**src/rtl/tfpd_pkg.sv**
```systemverilog
// tfpd_pkg: constants, register indexes and shared types of the PD steering block.
// No dependencies; imported by tfpd_div and tape_follow_pd_steering_top.
`timescale 1ns / 1ps
`default_nettype none

package tfpd_pkg;

	// Field widths
	localparam int GAIN_W  = 7;
	localparam int LOST_W  = 4;
	localparam int BASE_W  = 12;
	localparam int ERR_W   = 5;
	localparam int DIFF_W  = 6;
	localparam int MAG_W   = 5;
	localparam int TIME_W  = 32;
	localparam int DERIV_W = 22;
	localparam int TERM_W  = 29;
	localparam int PTERM_W = GAIN_W + ERR_W;

	// Divider sizing: |100000 * 20| < 2^21
	localparam int NUM_W = 21;
	localparam int DEN_W = TIME_W;
	localparam int CNT_W = $clog2(NUM_W + 1);

	localparam int SCALE_W = 17;
	localparam logic [SCALE_W-1:0] DERIV_SCALE = 17'd100000;
	localparam logic [LOST_W-1:0]  LOST_MAX    = 4'd10;

	// Configuration register indexes
	localparam int CFG_ADDR_W = 3;
	localparam logic [CFG_ADDR_W-1:0] REG_GAIN_PROP  = 3'd0;
	localparam logic [CFG_ADDR_W-1:0] REG_GAIN_DERIV = 3'd1;
	localparam logic [CFG_ADDR_W-1:0] REG_LOST_ERROR = 3'd2;
	localparam logic [CFG_ADDR_W-1:0] REG_BASE_LEFT  = 3'd3;
	localparam logic [CFG_ADDR_W-1:0] REG_BASE_RIGHT = 3'd4;

	// Divider status back to the sequencer
	typedef struct packed {
		logic busy;
		logic done;
	} div_stat_t;

endpackage

`default_nettype wire

```
**src/rtl/tfpd_div.sv**
```systemverilog
// tfpd_div: restoring unsigned divider, one quotient bit per cycle.
// Depends on tfpd_pkg (widths, div_stat_t).
`timescale 1ns / 1ps
`default_nettype none

module tfpd_div (
	input  wire logic                     clk,
	input  wire logic                     arst_n,
	input  wire logic                     start,
	input  wire logic [tfpd_pkg::NUM_W-1:0] num,
	input  wire logic [tfpd_pkg::DEN_W-1:0] den,
	output logic      [tfpd_pkg::NUM_W-1:0] quo,
	output tfpd_pkg::div_stat_t           stat
);
	import tfpd_pkg::*;

	logic [CNT_W-1:0] cnt_q;
	logic             done_q;
	logic [DEN_W-1:0] rem_q;
	logic [DEN_W-1:0] den_q;
	logic [NUM_W-1:0] nq_q;   // numerator bits shift out, quotient bits shift in

	logic [DEN_W:0] trial;
	logic [DEN_W:0] trial_sub;
	logic           ge;

	assign trial     = {rem_q, nq_q[NUM_W-1]};
	assign trial_sub = trial - {1'b0, den_q};
	assign ge        = trial >= {1'b0, den_q};

	always_ff @(posedge clk or negedge arst_n) begin
		if (!arst_n) begin
			cnt_q  <= '0;
			done_q <= 1'b0;
		end else begin
			done_q <= (cnt_q == CNT_W'(1));
			if (start) begin
				cnt_q <= CNT_W'(NUM_W);
			end else if (cnt_q != '0) begin
				cnt_q <= cnt_q - CNT_W'(1);
			end
		end
	end

	always_ff @(posedge clk) begin
		if (start) begin
			rem_q <= '0;
			den_q <= den;
			nq_q  <= num;
		end else if (cnt_q != '0) begin
			rem_q <= ge ? trial_sub[DEN_W-1:0] : trial[DEN_W-1:0];
			nq_q  <= {nq_q[NUM_W-2:0], ge};
		end
	end

	assign quo       = nq_q;
	assign stat.busy = (cnt_q != '0);
	assign stat.done = done_q;

endmodule

`default_nettype wire

```
**src/rtl/tape_follow_pd_steering_top.sv**
```systemverilog
// tape_follow_pd_steering_top: PD steering from two tape sensors and a timestamp.
// Depends on tfpd_pkg and tfpd_div (iterative divider).
//
//  channel | handshake               | beat payload
//  --------+-------------------------+-----------------------------------------------
//  in      | in_valid / in_ready     | left_on_tape, right_on_tape, time_us
//  out     | out_valid / out_ready   | error_value, derivative_value, control_term,
//          |                         | left_drive, right_drive
//  cfg     | cfg_valid / cfg_ready   | cfg_addr (register index), cfg_data
//
// After accept, a beat passes through the scale state, the divider's quotient steps
// and its done flag, then one state each for the two gain products and the drive
// sums; the drive-sum state waits until the result register is free.
// in_ready is high only while the sequencer is idle; the result register lets the
// next beat start while a result still waits for out_ready.
// cfg_ready is always high. Async reset loads register defaults and clears history.
`timescale 1ns / 1ps
`default_nettype none

module tape_follow_pd_steering_top (
	input  wire logic                            clk,
	input  wire logic                            arst_n,
	// input channel
	input  wire logic                            in_valid,
	output logic                                 in_ready,
	input  wire logic                            left_on_tape,
	input  wire logic                            right_on_tape,
	input  wire logic [tfpd_pkg::TIME_W-1:0]     time_us,
	// output channel
	output logic                                 out_valid,
	input  wire logic                            out_ready,
	output logic signed [tfpd_pkg::ERR_W-1:0]    error_value,
	output logic signed [tfpd_pkg::DERIV_W-1:0]  derivative_value,
	output logic signed [tfpd_pkg::TERM_W-1:0]   control_term,
	output logic signed [tfpd_pkg::TERM_W-1:0]   left_drive,
	output logic signed [tfpd_pkg::TERM_W-1:0]   right_drive,
	// configuration channel
	input  wire logic                            cfg_valid,
	output logic                                 cfg_ready,
	input  wire logic [tfpd_pkg::CFG_ADDR_W-1:0] cfg_addr,
	input  wire logic [tfpd_pkg::BASE_W-1:0]     cfg_data
);
	import tfpd_pkg::*;

	// sequencer states
	localparam logic [2:0] S_IDLE  = 3'd0;
	localparam logic [2:0] S_SCALE = 3'd1;  // start divider on scaled error change
	localparam logic [2:0] S_DIV   = 3'd2;  // wait for quotient
	localparam logic [2:0] S_DMUL  = 3'd3;  // gain_deriv * derivative
	localparam logic [2:0] S_PMUL  = 3'd4;  // gain_prop * error, form term
	localparam logic [2:0] S_TERM  = 3'd5;  // drive sums into result register

	logic [2:0] state_q;

	// configuration registers
	logic [GAIN_W-1:0] gain_prop_q;
	logic [GAIN_W-1:0] gain_deriv_q;
	logic [LOST_W-1:0] lost_error_q;
	logic [BASE_W-1:0] base_left_q;
	logic [BASE_W-1:0] base_right_q;

	// history
	logic signed [ERR_W-1:0] last_err_q;
	logic                    left_of_tape_q;
	logic [TIME_W-1:0]       last_time_q;

	// per-beat working registers
	logic signed [ERR_W-1:0]   err_q;
	logic [MAG_W-1:0]          mag_q;
	logic                      neg_q;
	logic                      zero_q;
	logic [TIME_W-1:0]         dt_q;
	logic signed [DERIV_W-1:0] deriv_q;
	logic signed [TERM_W-1:0]  dprod_q;
	logic signed [TERM_W-1:0]  term_q;

	// result register
	logic                      out_valid_q;
	logic signed [ERR_W-1:0]   err_out_q;
	logic signed [DERIV_W-1:0] deriv_out_q;
	logic signed [TERM_W-1:0]  term_out_q;
	logic signed [TERM_W-1:0]  left_out_q;
	logic signed [TERM_W-1:0]  right_out_q;

	// combinational
	logic                      in_fire;
	logic                      out_free;
	logic [LOST_W-1:0]         lost_c;
	logic signed [ERR_W-1:0]   err_c;
	logic                      lot_c;
	logic [TIME_W-1:0]         dt_c;
	logic signed [DIFF_W-1:0]  diff_c;
	logic [DIFF_W-1:0]         diff_abs_c;
	logic [NUM_W-1:0]          scaled_c;
	logic [NUM_W-1:0]          div_quo;
	div_stat_t                 div_st;
	logic                      div_start;
	logic signed [DERIV_W-1:0] quo_ext;
	logic signed [TERM_W:0]    dprod_full;
	logic signed [PTERM_W-1:0] pterm_c;
	logic signed [TERM_W:0]    left_full;
	logic signed [TERM_W:0]    right_full;

	assign in_ready  = (state_q == S_IDLE);
	assign cfg_ready = 1'b1;
	assign in_fire   = in_valid && in_ready;
	assign out_free  = !out_valid_q || out_ready;

	// steering error and remembered side
	assign lost_c = (lost_error_q > LOST_MAX) ? LOST_MAX : lost_error_q;

	always_comb begin
		lot_c = left_of_tape_q;
		case ({left_on_tape, right_on_tape})
			2'b11: begin
				err_c = '0;
				lot_c = 1'b1;
			end
			2'b10: begin
				err_c = ERR_W'(1);
				lot_c = 1'b0;
			end
			2'b01: begin
				err_c = -ERR_W'(1);
				lot_c = 1'b1;
			end
			default: begin
				err_c = left_of_tape_q ? -ERR_W'(lost_c) : ERR_W'(lost_c);
			end
		endcase
	end

	// elapsed time wraps modulo 2^32
	assign dt_c       = time_us - last_time_q;
	assign diff_c     = DIFF_W'(err_c) - DIFF_W'(last_err_q);
	assign diff_abs_c = diff_c[DIFF_W-1] ? -diff_c : diff_c;

	// 100000 * |change|, fits NUM_W bits
	assign scaled_c  = NUM_W'(DERIV_SCALE) * NUM_W'(mag_q);
	assign div_start = (state_q == S_SCALE);

	tfpd_div u_div (
		.clk    (clk),
		.arst_n (arst_n),
		.start  (div_start),
		.num    (scaled_c),
		.den    (dt_q),
		.quo    (div_quo),
		.stat   (div_st)
	);

	assign quo_ext    = DERIV_W'(div_quo);
	assign dprod_full = $signed({1'b0, gain_deriv_q}) * deriv_q;
	assign pterm_c    = $signed({1'b0, gain_prop_q}) * err_q;
	assign left_full  = $signed({1'b0, (TERM_W)'(base_left_q)}) - (TERM_W + 1)'(term_q);
	assign right_full = $signed({1'b0, (TERM_W)'(base_right_q)}) + (TERM_W + 1)'(term_q);

	// configuration
	always_ff @(posedge clk or negedge arst_n) begin
		if (!arst_n) begin
			gain_prop_q  <= GAIN_W'(10);
			gain_deriv_q <= GAIN_W'(1);
			lost_error_q <= LOST_W'(3);
			base_left_q  <= BASE_W'(1000);
			base_right_q <= BASE_W'(700);
		end else if (cfg_valid && cfg_ready) begin
			case (cfg_addr)
				REG_GAIN_PROP:  gain_prop_q  <= cfg_data[GAIN_W-1:0];
				REG_GAIN_DERIV: gain_deriv_q <= cfg_data[GAIN_W-1:0];
				REG_LOST_ERROR: lost_error_q <= cfg_data[LOST_W-1:0];
				REG_BASE_LEFT:  base_left_q  <= cfg_data;
				REG_BASE_RIGHT: base_right_q <= cfg_data;
				default: ;
			endcase
		end
	end

	// sequencer and history
	always_ff @(posedge clk or negedge arst_n) begin
		if (!arst_n) begin
			state_q        <= S_IDLE;
			last_err_q     <= '0;
			left_of_tape_q <= 1'b0;
			last_time_q    <= '0;
			out_valid_q    <= 1'b0;
		end else begin
			// a new result replaces a taken one in the same cycle
			if (state_q == S_TERM && out_free) begin
				out_valid_q <= 1'b1;
			end else if (out_valid_q && out_ready) begin
				out_valid_q <= 1'b0;
			end
			case (state_q)
				S_IDLE: begin
					if (in_fire) begin
						last_err_q     <= err_c;
						left_of_tape_q <= lot_c;
						last_time_q    <= time_us;
						state_q        <= S_SCALE;
					end
				end
				S_SCALE: state_q <= S_DIV;
				S_DIV: begin
					if (div_st.done) begin
						state_q <= S_DMUL;
					end
				end
				S_DMUL: state_q <= S_PMUL;
				S_PMUL: state_q <= S_TERM;
				S_TERM: begin
					if (out_free) begin
						state_q <= S_IDLE;
					end
				end
				default: state_q <= S_IDLE;
			endcase
		end
	end

	// datapath registers
	always_ff @(posedge clk) begin
		if (in_fire) begin
			err_q  <= err_c;
			neg_q  <= diff_c[DIFF_W-1];
			mag_q  <= diff_abs_c[MAG_W-1:0];
			zero_q <= (diff_c == '0) || (dt_c == '0);
			dt_q   <= dt_c;
		end
		if (state_q == S_DIV && div_st.done) begin
			// no change or no elapsed time gives zero, else apply sign
			deriv_q <= zero_q ? '0 : (neg_q ? -quo_ext : quo_ext);
		end
		if (state_q == S_DMUL) begin
			dprod_q <= dprod_full[TERM_W-1:0];
		end
		if (state_q == S_PMUL) begin
			term_q <= TERM_W'(pterm_c) - dprod_q;
		end
		if (state_q == S_TERM && out_free) begin
			err_out_q   <= err_q;
			deriv_out_q <= deriv_q;
			term_out_q  <= term_q;
			left_out_q  <= left_full[TERM_W-1:0];
			right_out_q <= right_full[TERM_W-1:0];
		end
	end

	assign out_valid        = out_valid_q;
	assign error_value      = err_out_q;
	assign derivative_value = deriv_out_q;
	assign control_term     = term_out_q;
	assign left_drive       = left_out_q;
	assign right_drive      = right_out_q;

	// quotient arrives only while the sequencer waits for it
	a_div_done_in_div: assert property (@(posedge clk) disable iff (!arst_n)
		div_st.done |-> (state_q == S_DIV))
		else $error("divider done outside divide state");

	// divider is idle whenever a new beat can be taken
	a_div_idle_on_accept: assert property (@(posedge clk) disable iff (!arst_n)
		in_fire |-> !div_st.busy)
		else $error("beat accepted while divider busy");

	// a finished beat waits rather than overwrite an untaken result
	a_term_holds: assert property (@(posedge clk) disable iff (!arst_n)
		(state_q == S_TERM && out_valid_q && !out_ready) |=> (state_q == S_TERM))
		else $error("result overwritten while stalled");

endmodule

`default_nettype wire
```
**config.mk**
```make
export PLATFORM = sky130hd
export DESIGN_NAME = tape_follow_pd_steering_top
export DESIGN_NICKNAME = d
export VERILOG_FILES = /design/src/rtl/tfpd_pkg.sv /design/src/rtl/tfpd_div.sv /design/src/rtl/tape_follow_pd_steering_top.sv
export SDC_FILE = /design/constraint.sdc
export NUM_CORES = 1
export LEC_CHECK = 0
export ABC_AREA = 1
export BUFFER_PORTS_ARGS = -buffer_cell sky130_fd_sc_hd__buf_2
export CORE_ASPECT_RATIO = 1.2
export CORE_UTILIZATION = 40
export DETAILED_ROUTE_END_ITERATION = 12
export GPL_TIMING_DRIVEN = 0
export PLACE_DENSITY_LB_ADDON = 0.12
export SYNTH_ARGS = -nofsm -noshare
export SYNTH_HDL_FRONTEND = slang
export SYNTH_SLANG_ARGS = --single-unit
```
**constraint.sdc**
```tcl
create_clock -name clk -period 11.45 [get_ports clk]
set_input_delay 2.29 -clock clk [delete_from_list [all_inputs] [get_ports clk]]
set_output_delay 2.29 -clock clk [all_outputs]
set_load 0.01 [all_outputs]
```
# Word level (Yosys, flattened, before mapping)
# Cells that the tools add are included.
[totals]
ff_bits = 413
input_bits = 54
output_inout_bits = 117
elab_cells = 104
[classes]
add_sub_neg = 10
n_mul = 3
n_lt_le_gt_ge = 2
eq_ne = 16
muxes = 17
bitwise_logic = 1
n_reduce_logical = 25
[ops]
columns = ["op", "n"]
rows = [
  ["32-bit subtractor", 2],
  ["21-bit 2-to-1 mux", 3],
  ["33-bit by 32-bit >= comparator with 1-bit output", 1],
  ["32-bit zero test", 1],
  ["32-bit 2-to-1 mux", 1],
  ["13-bit by 29-bit adder with 29-bit output", 1],
  ["8-bit by 22-bit multiplier with 29-bit output", 1],
  ["12-bit by 29-bit subtractor with 29-bit output", 1],
  ["13-bit by 29-bit subtractor with 29-bit output", 1],
  ["21-bit negation with 22-bit output", 1],
  ["5-bit 2-to-1 mux", 4],
  ["3-bit one-hot mux with 6 select lines", 1],
  ["12-bit by 5-bit multiplier with 16-bit output (first input constant)", 1],
  ["5-bit one-hot mux with 3 select lines", 1],
  ["3-bit by 2-bit == test with 1-bit output (second input constant)", 4],
  ["8-bit by 5-bit multiplier with 12-bit output", 1],
  ["2-bit AND reduction", 6],
  ["3-bit == test (second input constant)", 3],
  ["3-bit 2-to-1 mux", 3],
  ["3-bit by 1-bit == test with 1-bit output (second input constant)", 2],
  ["3-bit zero test", 2],
  ["6-bit zero test", 1],
  ["3-bit AND reduction", 2],
  ["2-bit nonzero test", 3],
  ["19 further kinds", 27],
]

# Longest topological paths before layout
# Gate-level depths: netlist of the first run.
[depth]
ltp_word = 8
depth_mapped = 30
ltp_nobuf = 30

# Hierarchy
# From an unflattened synthesis of the first run, not the netlist that was laid out.
[hier_totals]
hier_cells = 3868
hier_area_um2 = 31255.0
[by_module_without_submodules]
columns = ["module", "n_inst", "cells_per_inst", "area_per_inst_um2", "seq_area_each_um2"]
rows = [
  ["tape_follow_pd_steering_top", 1, 2954, 25001.5, 9270.1],
  ["tfpd_div", 1, 914, 6253.5, 2382.3],
]

# Worst setup path before layout of the first run
# No wires, ideal clock.
[synth_timing]
path_type = "input to register"
from = "in out_ready"
to = "reg term_out_q[0] (netlist: control_term[0]) (enable)"
setup_time_ps = 588
t_arrival_ps = 7058
t_required_ps = 10862
path_slack_ps = 3804
cell_stages = 2
n_path_buf = 0
cell_sequence = "nor2_1 nor2_1"
[synth_between]
elab_chain_len = 2
[synth_rtl]
columns = ["element", "line_no", "rtl"]
rows = [
  ["start, declared", "tape_follow_pd_steering_top.sv:31", "input wire logic out_ready,"],
  ["1-bit logical OR", "tape_follow_pd_steering_top.sv:107", "assign out_free = !out_valid_q || out_ready;"],
  ["1-bit logical AND", "tape_follow_pd_steering_top.sv:239", "if (state_q == S_TERM && out_free) begin"],
  ["end signal, assigned", "tape_follow_pd_steering_top.sv:242", "term_out_q <= term_q;"],
  ["end, declared", "tape_follow_pd_steering_top.sv:81", "logic signed [TERM_W-1:0] term_out_q;"],
]
# Every way passes these cells.
# A chain may end at the register's enable or synchronous reset.

# Worst setup path in the final report of the first run
[layout_timing]
from = "reg err_q[4]"
to = "reg term_q[25], data pin"
[layout_between]
elab_chain_len = 2
[layout_rtl]
columns = ["element", "line_no", "rtl"]
rows = [
  ["start, declared", "tape_follow_pd_steering_top.sv:68", "logic signed [ERR_W-1:0] err_q;"],
  ["start signal, assigned", "tape_follow_pd_steering_top.sv:223", "err_q <= err_c;"],
  ["8-bit by 5-bit multiplier with 12-bit output", "tape_follow_pd_steering_top.sv:154", "assign pterm_c = $signed({1'b0, gain_prop_q}) * err_q;"],
  ["12-bit by 29-bit subtractor with 29-bit output", "tape_follow_pd_steering_top.sv:237", "term_q <= TERM_W'(pterm_c) - dprod_q;"],
  ["end signal, assigned", "tape_follow_pd_steering_top.sv:237", ""],
  ["end, declared", "tape_follow_pd_steering_top.sv:75", "logic signed [TERM_W-1:0] term_q;"],
]
# Every way passes these cells.

==> results of run 1 <==
## logic make-up (layout without fill, tap and decap cells)
logic type	Yosys count	in the layout
AOI/OAI and AO/OA	503	503
xor gates and xnor gates	161	161
adders and majority gates	379	379
buffers and inverters	828	1093
DFF	413	413
other	1	1
and+or+nand+nor	1351	1351
## critical path, stage by stage, from the launching register on
cell      delay (ns)
edfxtp_1        0.51
clkinv_1        0.36
or2_2           0.40
fa_1            0.51
fa_1            0.51
fa_1            0.54
inv_1           0.06
fa_1            0.45
nand3_1         0.13
nand2_1         0.08
nand4_1         0.08
o211ai_1        0.12
xor2_2          0.64
ha_1            0.42
a21oi_1         0.22
o21ai_0         0.16
a21oi_1         0.17
nand3_1         0.20
a21o_1          0.24
nand2_1         0.06
inv_1           0.04
o21ai_0         0.14
nand2_1         0.06
## power breakdown
part           internal [mW]  switching [mW]
clock                  0.968           0.659
combinational           2.27            3.86
sequential              2.37           0.273
total                   5.60            4.80
## through the flow
stage | std cells | utilization | total power, mW | area (um^2)
global placement | 4813 | 0.431 | 8.80 | 32300
CTS | 4909 | 0.456 | 10.5 | 34200
global route | 4909 | 0.457 | 11.5 | 34200
floorplan | 3636 | - | 7.25 | 30200
finish | 4909 | 0.457 | 10.4 | 34200
detailed placement | 4821 | 0.434 | 8.83 | 32500
## final timing paths
kind / end / slack, ns / cells past startpoint
max in group asynchronous: base_right_q[5] / 9.08 / 2
setup reg to reg: term_q[25] / 5.06 / 22
hold / removal: u_div.den_q[31] / 0.42 / 0
min in group asynchronous: last_time_q[4] / 1.59 / 1
setup / recovery: term_q[25] / 5.06 / 22
hold reg to reg: u_div.den_q[31] / 0.42 / 0
## per-layer routing
layer	routed length (um)	share of wire	up-vias
li1	-	-	12000
met1	33200	0.43	10800
met2	38300	0.50	468
met3	2640	0.034	123
met4	2560	0.033	0
met5	0	0	-
## layout by cell type, fill, tap and decap left out, types with 9 or more instances in the layout
cell       synthesis  routed
nand2_1          879     879
inv_1            771     771
edfxtp_1         286     286
nor2_1           246     242
ha_1             241     241
o21ai_0          189     189
a21oi_1          176     176
buf_2              4     172
fa_1             138     138
nand3_1          116     116
xor2_1            85      84
xnor2_1           76      76
dfrtp_1           73      73
clkbuf_16          0      50
clkbuf_1          39      43
o21ai_1           43      43
dfxtp_1           37      37
nor3_1            31      31
nand4_1           25      25
dfstp_2           17      17
a21o_1            15      15
a31oi_1           14      14
o22ai_1           14      14
or2_2             11      11
o21a_1             9       9
## flip-flops by register name (all words and copies together) (netlist names), 7 cells and up
signal            flops
deriv_q              22
dt_q                 32
term_q               29
gain_prop_q           7
base_left_q          12
control_term         29
left_drive           29
derivative_value     22
gain_deriv_q          7
u_div.quo            21
dprod_q              29
base_right_q         12
last_time_q          32
u_div.den_q          32
u_div.rem_q          32
right_drive          29
## layout make-up
class                   instances  area [um^2]
plain buffers                  52          240
clock buffers                  60         1330
clock inverters                28          360
fillers                      7621        40700
inverters                     776         2910
multi-input cells            2395        15500
flip-flops and latches        413        11600
well taps                    1008         1260
repair buffers                177         1010
==> impl_metrics.tcl, run 1 <==
set metrics [dict create \
    via_count 23300 \
    yosys.area_share.adder 0.191 \
    netlist_top_cells_count "nand2_1, inv_1, edfxtp_1, nor2_1, ha_1" \
    cts_tree "done" \
    vdd_ir_drop_max_mv 0.156 \
    grt_pass1_wl_um 123000 \
    antennaDiodeCount 0 \
    post-cts-setup-buffer-count 0 \
    setup_ws_ns 5.06 \
    hold_ws_ns 0.416 \
    synthCells 3636 \
    yosysMostFrequentCell "nand2_1" \
    dr.pass1.iters 6 \
    worstSkewPairLatency_ns 0.62 \
    cap_violations 0 \
    max_freq_mhz 157 \
    antenna_found_initial 3 \
    cp_max_fo 18 \
    grt_pass1_vias 23500 \
    skew_ns 0.0369 \
    synth_compound_area_frac 0.0909 \
    ys_ff_latch 413 \
    ctsHoldBuffers 0 \
    ys_seq_area_frac 0.384 \
    grt_util_met3 0.0220 \
    use_met1 0.250 \
    power.density_mw_per_mm2 304 \
    port_buffers 169 \
    synth_top_area_frac 0.284 \
    critPathRequiredTime_ns 11.80 \
    dieArea_mm2 0.0766 \
    top_usage_layer "met2" \
    drt.antenna.violating_nets 0 \
    worstSetupStartpoint "err_q[4]" \
    yosys.area.top_type "edfxtp_1" \
    hold_viol_final 0 \
    ctsLongestPathBuffers 3 \
    grtUsageTotal 0.205 \
    cp.arrival_ns 6.74 \
    leakage_nw 17.1 \
    status "finished clean" \
    synth.area.top_cells "edfxtp_1, nand2_1, ha_1" \
    wire_per_inst_um 15.6 \
    area_delta_synth_final_pct 13.2 \
    htreeDepth 2 \
    dp_hpwl_um 62100 \
    hold_start "dt_q[31]" \
    start_kind "flip-flop" \
    synth-async-reset-ratio 0.218 \
    final.setup.tns_ns 0 \
    rsz0062_at_grt "no" \
    ios 171 \
    relSlewSlack 0.354 \
    grt_overflow 0 \
    synth_top_family_by_area "adder cells" \
    timing.final.crit_share 0.558 \
    viasPerCell 4.75 \
    syn-mean-instance-area_um2 8.30 \
    design.core.area_mm2 0.0749 \
    layout_min_cycle_time_ns 6.39 \
    cts_sinks 413 \
    cts_resized 0 \
    synth-xor-area-share 0.0467 \
    yosysUniqueCellTypes 61 \
    die_w_um 253 \
    syn_nets 4069 \
    gp_congestion 0.907 \
    hold_path_class "reg2reg" \
    yosys.area_share.simple 0.182 \
    start_util 0.403 \
    synth.cell_area_mm2 0.0302 \
    drc 0 \
    drv_slew 0 \
    drive_gt1_frac 0.0841 \
    setup_viol 0 \
    grt_max_degree 64 \
    numCtsBuffers 47 \
    ys.warnings.count 0 \
    worstSetupPathType "reg2reg" \
    synth.area.mux_share 0 \
    cts_root_buffer "clkbuf_16" \
    dp_slack_ns 4.61 \
    wirelength_um 76600 \
    synth_edf_count 286 \
    max_slew.worst_pin.slew_ns 0.964 \
    ys.flop_type "edfxtp_1" \
    critPathCaptureType "flip-flop" \
    cts.clk_slew.worst_paths_ns 0.06 \
    fp-row-count 110 \
    die_h_um 303 \
    dr.first_iter.drc_count 1295 \
    met2_usage 0.373 \
    regToRegStartpoint "err_q[4]" \
    final_nets 4295 \
]
No activity file was read; power rests on OpenSTA's default activity.
==> run 2, diff against run 1 <==
==> constraint.sdc (replaced) <==
create_clock -name clk -period 6.36 [get_ports clk]
set_input_delay 1.272 -clock clk [delete_from_list [all_inputs] [get_ports clk]]
set_output_delay 1.272 -clock clk [all_outputs]
set_load 0.01 [all_outputs]
==> run 2 against run 1 <==
Effect of this change:
- critical path type unchanged
- highest routed layer unchanged
- cell area decreased by 0.11%
- maximum frequency rose by 8.6%
- via count increased by 0.21%
- clock power increased by 73%
- largest power group unchanged
- critical path depth unchanged
- worst hold slack got worse by 0.0051 ns
- clock skew shrank 0.0052 ns
- cell count about the same
- setup slack lost 4.6 ns
- utilization is 0.050 points lower
==> impl_metrics.tcl, run 2 (synthesis results as in run 1) <==
set metrics [dict create \
    layout_min_cycle_time_ns 5.88 \
    cpMostUsedCell "fa_1" \
    worstSkewPairLatency_ns 0.61 \
    port_buffers 169 \
    cap_violations 0 \
    hold_viol_final 0 \
    setup_viol 0 \
    timing.final.crit_share 0.924 \
    final_common_cell "nand2_1" \
    gp_congestion 0.899 \
    cp.buffers_inverters 3 \
    wirelength_um 76400 \
    ctsHoldBuffers 0 \
    leakage_nw 17.1 \
    via_count 23400 \
    clkPwrFrac 0.152 \
    cts_sinks 413 \
    critPathCaptureType "flip-flop" \
    hold_path_class "reg2reg" \
    cpPeakStageDelay_ns 0.54 \
    viasPerCell 4.76 \
    vdd_ir_drop_max_mv 0.241 \
    path_cells "clkinvlp_4 -> or2_2 -> fa_1 -> fa_1 -> fa_1 -> inv_1 -> fa_1 -> nand3_1 -> nand2_1 -> nand4_1 -> o211ai_1 -> xor2_4 -> ha_1 -> a21oi_1 -> o21ai_0 -> a21oi_1 -> nand3_1 -> a21o_1 -> nand2_1 -> inv_1 -> o21ai_0 -> nand2_1" \
    worstReg2RegEnd "term_q[25]" \
    numCtsBuffers 47 \
    die_w_um 253 \
    worstSetupPathType "reg2reg" \
    grt_pass1_vias 23500 \
    power.share.combinational 0.593 \
    r2r_cells 22 \
    p_int_mw 10.0 \
    final_nets 4298 \
    drt.antenna.violating_nets 0 \
    max_freq_mhz 170 \
    max_slew.worst_pin.slew_ns 0.958 \
    start_util 0.403 \
    hold_end "u_div.den_q[5]" \
    antennaDiodeCount 0 \
    drive_gt1_frac 0.0827 \
    drc 0 \
    grt_overflow 0 \
    status "finished clean" \
    hold_start "dt_q[5]" \
    ios 171 \
    area_delta_synth_final_pct 13.1 \
    dr.pass1.iters 5 \
    p_sw_frac 0.461 \
    pwr-share-seq 0.256 \
    power.net_switching_mw 8.58 \
    cts_tree "done" \
    cp_slowest_cell "fa_1" \
    cp.arrival_ns 6.22 \
    design.core.area_mm2 0.0749 \
    critPathRequiredTime_ns 6.70 \
    ff2ff_setup_slack_ns 0.48 \
    dieArea_mm2 0.0766 \
    cts.clk_slew.worst_paths_ns 0.06 \
    dr.first_iter.drc_count 1075 \
    grtUsageTotal 0.203 \
    relSlewSlack 0.357 \
    hold_ws_ns 0.410 \
    cp_top_family "adder cells" \
    power_mw 18.6 \
    drv_slew 0 \
    wire_per_inst_um 15.6 \
    mostFrequentLayoutCells "nand2_1, inv_1, edfxtp_1" \
    cts_root_buffer "clkbuf_16" \
    die_h_um 303 \
    cp_max_fo 9 \
    grt_max_degree 63 \
    start_kind "flip-flop" \
    hold-path-cell-count 0 \
    fp-row-count 110 \
    grt_pass1_wl_um 122000 \
    htreeDepth 2 \
    antenna_found_initial 0 \
    regToRegStartpoint "err_q[4]" \
    dp_hpwl_um 62100 \
    skew_ns 0.0317 \
    ctsLongestPathBuffers 3 \
    power.density_mw_per_mm2 545 \
]
==> run 2: cell types whose count changed in the layout (fill, tap and decap cells not counted), moves of 2 or more <==
cell,delta
buf_4,+3
clkbuf_1,+7
clkbuf_16,-3
clkbuf_8,-2
inv_6,-4
inv_8,+2
==> run 2: stage by stage <==
| stage | std cells | instance area, um^2 | util | setup WS, ns | TNS (ns) |
|---|---|---|---|---|---|
| 6_report | 4912 | 34100 | 0.456 | 0.481 | 0 |
| 5_1_grt | 4912 | 34100 | 0.456 | -0.000415 | -0.000415 |
| 4_1_cts | 4909 | 34100 | 0.456 | 0.140 | 0 |
| 3_5_place_dp | 4821 | 32500 | 0.434 | -0.413 | -1.91 |
| 3_3_place_gp | 4813 | 32300 | 0.431 | -0.426 | -9.20 |
| 2_1_floorplan | 3636 | 30200 | - | 0.659 | 0 |
==> run 2: repair_timing <==
item / in CTS / in global routing
endpoints found under the setup margin: 11 / 6
buffers inserted: 0 / 3
pin swaps: 0 / 1
resized for setup: 2 / 1
==> run 2: per-layer routing <==
metal	vias up	wire length, um	global-route usage
li1	12000	-	-
met5	-	0	0
met1	10800	33000	0.242
met2	432	37300	0.364
met4	0	3430	0.0876
met3	142	2630	0.0269
==> run 2: worst max path at each step <==
stage	start	endpoint	slack, ns	cells after the start
final	err_q[4]	term_q[25]	0.48	22
after global routing	err_q[4]	term_q[25]	-0.0004	22
after CTS	err_q[4]	term_q[25]	0.14	22
after detailed placement	err_q[4]	term_q[25]	-0.41	22
after global placement	err_q[4]	term_q[25]	-0.43	22
after floorplan	err_q[4]	term_q[25]	0.66	22
==> run 2: layout make-up <==
| cell class | count | area (um^2) |
|---|---|---|
| plain buffers | 52 | 240 |
| clock buffers | 62 | 1250 |
| clock inverters | 26 | 362 |
| fillers | 7586 | 40700 |
| inverters | 776 | 2920 |
| multi-input cells | 2395 | 15500 |
| flip-flops and latches | 413 | 11600 |
| well taps | 1008 | 1260 |
| repair buffers | 180 | 1030 |
==> run 2: power groups by stage <==
stage	sequential [mW]	combinational (mW)	clock, mW
global placement	4.84	11.0	0
CTS	4.76	11.1	2.92
detailed placement	4.81	11.1	0
floorplan	4.68	8.37	0
global route	4.85	12.7	3.00
finish	4.76	11.0	2.82
